--- src/u2u_pkg.sv ---
// Shared types, constants and lead-byte decode for the UTF-8 to UTF-16 decoder.
package u2u_pkg;

   localparam int unsigned BYTE_W  = 8;
   localparam int unsigned UNIT_W  = 16;
   localparam int unsigned POINT_W = 31;
   localparam int unsigned COUNT_W = 3;

   localparam logic [7:0] LEAD_TWO   = 8'hC0;
   localparam logic [7:0] LEAD_THREE = 8'hE0;
   localparam logic [7:0] LEAD_FOUR  = 8'hF0;
   localparam logic [7:0] LEAD_FIVE  = 8'hF8;
   localparam logic [7:0] LEAD_SIX   = 8'hFC;
   localparam logic [7:0] LEAD_NONE  = 8'hFE;

   localparam logic [5:0]  CONT_MASK    = 6'h3F;
   localparam logic [15:0] HIGH_SURR    = 16'hD800;
   localparam logic [15:0] LOW_SURR     = 16'hDC00;
   localparam logic [30:0] PLANE_OFFSET = 31'h0001_0000;

   // Payload mask of a lead byte, indexed by the sequence length.
   localparam logic [7:0] LEAD_MASK [8] = '{8'h00, 8'hFF, 8'h1F, 8'h0F,
                                            8'h07, 8'h03, 8'h01, 8'h00};

   typedef struct packed {
      logic                 emit;
      logic [POINT_W-1:0]   code_point;
      logic [POINT_W-1:0]   point_next;
      logic [COUNT_W-1:0]   expect_next;
   } dec_type;

   typedef struct packed {
      logic valid;
      logic pair;
      logic half;
   } out_status_type;

   // Sequence length announced by a lead byte. Continuation-range bytes and
   // the two bytes above the six-byte range stand alone.
   function automatic logic [COUNT_W-1:0] lead_length(input logic [BYTE_W-1:0] b);
      logic [COUNT_W-1:0] len;
      if (b < LEAD_TWO || b >= LEAD_NONE) begin
         len = 3'd1;
      end else if (b < LEAD_THREE) begin
         len = 3'd2;
      end else if (b < LEAD_FOUR) begin
         len = 3'd3;
      end else if (b < LEAD_FIVE) begin
         len = 3'd4;
      end else if (b < LEAD_SIX) begin
         len = 3'd5;
      end else begin
         len = 3'd6;
      end
      return len;
   endfunction

endpackage

--- src/utf8_to_utf16_decoder.sv ---
// Top level of the UTF-8 to UTF-16 decoder: input register, sequence state and result stage.
//
// Input words arrive on req_* one byte at a time; req_tlast marks the final byte of
// a text and flushes any open sequence. Result words leave on rsp_*: rsp_tdata is
// a UTF-16 unit, rsp_tuser marks the final unit caused by one byte and rsp_tlast
// the final unit of the whole text. A byte that leaves a sequence open gives no
// word; a completed value below 0x10000 gives one word, a larger one a surrogate
// pair on two consecutive words.
// An accepted byte sits in the input register, where the decoder folds it into the
// sequence state; its words pass through the result register onto rsp_*.
// One byte is accepted per cycle while the result register can take its words.
// The result register is the limit: a surrogate pair holds it for two output
// words. Bytes that complete nothing pass even while a word waits. When
// rsp_tready is low the result word holds, and req_tready drops once the byte
// in the input register completes a value. Synchronous reset empties both
// stages and clears the sequence state; no text is in progress afterward.
module utf8_to_utf16_decoder (
   input  logic                        clock,
   input  logic                        reset,
   input  logic                        req_tvalid,
   output logic                        req_tready,
   input  logic [u2u_pkg::BYTE_W-1:0]  req_tdata,   // byte_in [7:0]
   input  logic                        req_tlast,   // last_byte
   output logic                        rsp_tvalid,
   input  logic                        rsp_tready,
   output logic [u2u_pkg::UNIT_W-1:0]  rsp_tdata,   // code_unit [15:0]
   output logic                        rsp_tuser,   // last_of_run
   output logic                        rsp_tlast    // end_of_text
);

   logic                        in_valid_ff, in_valid_in;
   logic [u2u_pkg::BYTE_W-1:0]  in_byte_ff;
   logic                        in_last_ff;
   logic [u2u_pkg::POINT_W-1:0] point_ff, point_in;
   logic [u2u_pkg::COUNT_W-1:0] expect_ff, expect_in;
   logic                        advance;
   logic                        out_free;
   u2u_pkg::dec_type            dec;
   u2u_pkg::out_status_type     out_status;

   u2u_decode u_decode (
      .byte_in      (in_byte_ff),
      .last_byte    (in_last_ff),
      .point        (point_ff),
      .expect_count (expect_ff),
      .dec          (dec)
   );

   // A byte that completes nothing never waits on the result stage.
   assign advance    = in_valid_ff && (!dec.emit || out_free);
   assign req_tready = !in_valid_ff || advance;

   always_comb begin
      in_valid_in = in_valid_ff;
      point_in    = point_ff;
      expect_in   = expect_ff;
      if (advance) begin
         in_valid_in = 1'b0;
         point_in    = dec.point_next;
         expect_in   = dec.expect_next;
      end
      if (req_tvalid && req_tready) begin
         in_valid_in = 1'b1;
      end
   end

   always_ff @(posedge clock) begin
      if (reset) begin
         in_valid_ff <= 1'b0;
         point_ff    <= '0;
         expect_ff   <= '0;
      end else begin
         in_valid_ff <= in_valid_in;
         point_ff    <= point_in;
         expect_ff   <= expect_in;
      end
   end

   always_ff @(posedge clock) begin
      if (req_tvalid && req_tready) begin
         in_byte_ff <= req_tdata;
         in_last_ff <= req_tlast;
      end
   end

   u2u_unit_out u_unit_out (
      .clock      (clock),
      .reset      (reset),
      .load       (advance && dec.emit),
      .code_point (dec.code_point),
      .fin        (in_last_ff),
      .free       (out_free),
      .status     (out_status),
      .rsp_tvalid (rsp_tvalid),
      .rsp_tready (rsp_tready),
      .rsp_tdata  (rsp_tdata),
      .rsp_tuser  (rsp_tuser),
      .rsp_tlast  (rsp_tlast)
   );

`ifndef ASSERT_OFF
   a_half_in_pair: assert property (@(posedge clock) disable iff (reset)
      out_status.half |-> (out_status.pair && out_status.valid))
      else $error("second surrogate half outside a pair");

   a_emit_closes: assert property (@(posedge clock) disable iff (reset)
      (advance && dec.emit) |=> (expect_ff == '0 && point_ff == '0))
      else $error("sequence state not cleared after a completed value");

   a_expect_range: assert property (@(posedge clock) disable iff (reset)
      expect_ff <= 3'd5)
      else $error("more continuation bytes expected than a lead byte allows");

   a_end_is_run_end: assert property (@(posedge clock) disable iff (reset)
      (rsp_tvalid && rsp_tlast) |-> rsp_tuser)
      else $error("end of text on a word that does not end its run");
`endif

endmodule

--- src/u2u_decode.sv ---
// Byte decoder: folds one UTF-8 byte into the open sequence and flags completion.
module u2u_decode (
   input  logic [u2u_pkg::BYTE_W-1:0]  byte_in,
   input  logic                        last_byte,
   input  logic [u2u_pkg::POINT_W-1:0] point,
   input  logic [u2u_pkg::COUNT_W-1:0] expect_count,
   output u2u_pkg::dec_type            dec
);

   logic [u2u_pkg::COUNT_W-1:0] lead_len;
   logic [u2u_pkg::POINT_W-1:0] point_acc;
   logic [u2u_pkg::COUNT_W-1:0] expect_acc;

   always_comb begin
      lead_len = u2u_pkg::lead_length(byte_in);
      if (expect_count == '0) begin
         point_acc  = {{(u2u_pkg::POINT_W-u2u_pkg::BYTE_W){1'b0}},
                       byte_in & u2u_pkg::LEAD_MASK[lead_len]};
         expect_acc = lead_len - 3'd1;
      end else begin
         // The top bits of a continuation byte are ignored, valid or not.
         point_acc  = {point[u2u_pkg::POINT_W-7:0], byte_in[5:0] & u2u_pkg::CONT_MASK};
         expect_acc = expect_count - 3'd1;
      end

      dec.emit       = (expect_acc == '0) || last_byte;
      dec.code_point = point_acc;
      if (dec.emit) begin
         dec.point_next  = '0;
         dec.expect_next = '0;
      end else begin
         dec.point_next  = point_acc;
         dec.expect_next = expect_acc;
      end
   end

endmodule

--- src/u2u_unit_out.sv ---
// Result register: holds one code point and sends it as one unit or a surrogate pair.
module u2u_unit_out (
   input  logic                          clock,
   input  logic                          reset,
   input  logic                          load,
   input  logic [u2u_pkg::POINT_W-1:0]   code_point,
   input  logic                          fin,
   output logic                          free,
   output u2u_pkg::out_status_type       status,
   output logic                          rsp_tvalid,
   input  logic                          rsp_tready,
   output logic [u2u_pkg::UNIT_W-1:0]    rsp_tdata,  // code_unit [15:0]
   output logic                          rsp_tuser,  // last_of_run
   output logic                          rsp_tlast   // end_of_text
);

   logic                        valid_ff, valid_in;
   logic                        half_ff, half_in;
   logic                        pair_ff;
   logic                        fin_ff;
   logic [u2u_pkg::POINT_W-1:0] value_ff;
   logic [u2u_pkg::POINT_W-1:0] offset_value;
   logic                        final_unit;
   logic                        pop_final;

   assign final_unit = !pair_ff || half_ff;
   assign pop_final  = valid_ff && rsp_tready && final_unit;
   assign free       = !valid_ff || pop_final;

   always_comb begin
      valid_in = valid_ff;
      half_in  = half_ff;
      if (load) begin
         valid_in = 1'b1;
         half_in  = 1'b0;
      end else if (pop_final) begin
         valid_in = 1'b0;
         half_in  = 1'b0;
      end else if (valid_ff && rsp_tready) begin
         half_in = 1'b1;
      end
   end

   always_ff @(posedge clock) begin
      if (reset) begin
         valid_ff <= 1'b0;
         half_ff  <= 1'b0;
      end else begin
         valid_ff <= valid_in;
         half_ff  <= half_in;
      end
   end

   always_ff @(posedge clock) begin
      if (load) begin
         value_ff <= code_point;
         fin_ff   <= fin;
         pair_ff  <= |code_point[u2u_pkg::POINT_W-1:16];
      end
   end

   // Each surrogate half keeps only ten bits of the offset value.
   always_comb begin
      offset_value = value_ff - u2u_pkg::PLANE_OFFSET;
      if (!pair_ff) begin
         rsp_tdata = value_ff[u2u_pkg::UNIT_W-1:0];
      end else if (!half_ff) begin
         rsp_tdata = u2u_pkg::HIGH_SURR + {6'd0, offset_value[19:10]};
      end else begin
         rsp_tdata = u2u_pkg::LOW_SURR + {6'd0, offset_value[9:0]};
      end
   end

   assign rsp_tvalid   = valid_ff;
   assign rsp_tuser    = final_unit;
   assign rsp_tlast    = final_unit && fin_ff;
   assign status.valid = valid_ff;
   assign status.pair  = pair_ff;
   assign status.half  = half_ff;

endmodule

--- config.mk ---
export PLATFORM = sky130hd
export DESIGN_NAME = utf8_to_utf16_decoder
export DESIGN_NICKNAME = d
export VERILOG_FILES = /design/src/u2u_pkg.sv /design/src/utf8_to_utf16_decoder.sv /design/src/u2u_decode.sv /design/src/u2u_unit_out.sv
export SDC_FILE = /design/constraint.sdc
export NUM_CORES = 1
export LEC_CHECK = 0
export ABC_AREA = 0
export BUFFER_PORTS_ARGS = -buffer_cell sky130_fd_sc_hd__clkbuf_2
export CORE_UTILIZATION = 60
export CTS_CLUSTER_SIZE = 28
export DETAILED_ROUTE_END_ITERATION = 10
export PLACE_DENSITY = 0.8
export SYNTH_ARGS = -nofsm -noshare
export SYNTH_HDL_FRONTEND = slang
export SYNTH_HIERARCHICAL = 1
export SYNTH_SLANG_ARGS = --single-unit
export TNS_END_PERCENT = 20
--- constraint.sdc ---
create_clock -name clock -period 3.5 [get_ports clock]
set_input_delay 0.175 -clock clock [delete_from_list [all_inputs] [get_ports clock]]
set_output_delay 0.175 -clock clock [all_outputs]
set_load 0.02 [all_outputs]
==> results.yml <==
worst_hold_path:
  worstHoldPathType: "input pin to register"
global_routing:
  busiest_layer: "met2"
  grt_pass1_vias: 2265
  overflow: 0
  use_met2_pct: 37.6
  grt.met1_usage_pct: 31.7
  grt_max_degree: 60
  use_met3_pct: 3.93
  grt_antenna_before_repair: 0
  grt.total_usage_pct: 23.8
  grt_pass1_wl_mm: 10.9
sta:
  setup_viol: 0
  min_period_ps: 2920
  finClkSkew_ps: 8.22
  slew_violations: 0
  post-route-worst-setup-slack_ps: 578
  rsz0062_at_grt: "no"
  tns_ps: 0
  fin_crit_sh_pct: 83.5
  max_slew_margin_pct: 45.3
  hold_violations: 0
  clock.fmax_ghz: 0.342
  tightest_slew_ps: 821
floorplan:
  fp.dieW_um: 77.1
  rows: 26
  initial_core_util_pct: 64.3
  ioPinCount: 33
  die_height_um: 77.1
  dieArea_mm2: 0.00595
  design.core.area_mm2: 0.00527
drt:
  vias_per_cell: 5.27
  vias: 2287
  drc: 0
  ant_nets: 0
  drtIter0Drc: 115
  drt-pass1-iter-count: 5
  wl_mm: 6.22
  wire_per_inst_um: 14.3
power:
  total_power_mw: 1.73
  power_leakage_nw: 1.49
  ir_drop_v: 0.000332
  powerDensity_mw_per_mm2: 459
cells_and_area:
  syn_to_final_growth_pct: 11.6
  multi_input_area_mm2: 0.00163
  layout_commonest_cell: "nand2b_1"
  fin_nets: 379
  layout_common_cells: "nand2b_1, and2_1, clkbuf_2, dfxtp_1, edfxtp_1"
  num-fill-cells: 392
  antenna_cells: 0
  seq_area_mm2: 0.00155
  drive_gt1_share_pct: 22.0
setup_path:
  cp-start-kind: "register"
  worstSetupPathType: "register to register"
  worst_ep_arrival_time_ps: 2900
  worstSetupEndpointType: "register"
  worstPathMaxFanout: 24
  critical_path_required_ps: 3480
clock_network:
  clk_pin_slew_ps: 70
  htree_levels: 3
  ctsResizeCount: 0
  worstSkewPairLatency_ps: 340
  root_buffer: "clkbuf_8"
  cts_tree: "built"
  clockBufferDepth: 2
  cts_buffers: 9
  numClockSinks: 62
placement:
  port_buffers: 32
  gp_congestion: 0.859
  dp_slack_ps: 593
  dp_hpwl_mm: 4.14
run_status:
  status: "finished, final reports clean"
logic_synthesis:
  synth_nets: 347
  syn_area_per_cell_um2: 10.4
  netlist_instances: 327
  yosysWarnings: 6
  netlist_area_mm2: 0.00339
run:
  drv_cap: 0
state kept, by name (all words and copies together) (netlist names):
signal,flops
in_valid_ff,1
u_unit_out/rsp_tvalid,1
u_unit_out/half_ff,1
point_ff,25
u_unit_out/value_ff,20
in_last_ff,1
expect_ff,3
u_unit_out/pair_ff,1
in_byte_ff,8
u_unit_out/fin_ff,1
power by group:
part	switching, mW	internal, mW
combinational	0.122	0.0832
sequential	0.0176	0.791
clock	0.281	0.440
total	0.421	1.31
critical path: stages (launching register included):
cell	delay [ps]
edfxtp_1	440
nor2b_1	160
o21ai_0	150
a21o_1	250
a21oi_1	100
ha_1	250
nor3b_1	390
a221oi_4	140
inv_2	150
and3_2	520
metrics by stage:
step	hold slack (ps)	utilization, %	cells	instance area (um2)
6_report	13.7	71.7	434	3780
5_1_grt	4.61	71.7	434	3780
4_1_cts	1.37	71.7	434	3780
3_5_place_dp	354	66.3	413	3500
3_3_place_gp	352	66.3	413	3500
2_1_floorplan	244	-	327	3390
area by class of cell:
class,instances,share of cell area [%]
clock buffer,11,4.01
clock inverter,5,2.15
inverter,11,1.16
multi-input combinational,235,43.1
sequential,62,41.1
tap,70,2.32
timing repair buffer,40,6.16
timing repair:
item | CTS | global route
hold endpoints to repair | 5 | 0
hold buffers | 5 | 0
setup buffers | 0 | 0
setup endpoints to repair | 0 | 0
per-layer routing:
layer  vias to the layer above  wire (um)  share of wire [%]
met3                        11        203                3.3
li1                       1151          -                  -
met5                         -          0                  0
met1                      1071       3050                 49
met2                        54       2870                 46
met4                         0         91                1.5
path summary, 6_finish.rpt:
check | from | endpoint | slack [ps] | depth (start not counted)
max reg2reg | in_byte_ff[2] | u_unit_out/value_ff[17] | 580 | 9
min | req_tdata[6] | in_byte_ff[6] | 10 | 1
min reg2reg | point_ff[16] | point_ff[16] | 470 | 2
max | in_byte_ff[2] | u_unit_out/value_ff[17] | 580 | 9
Power figures use the tool's default switching activity.
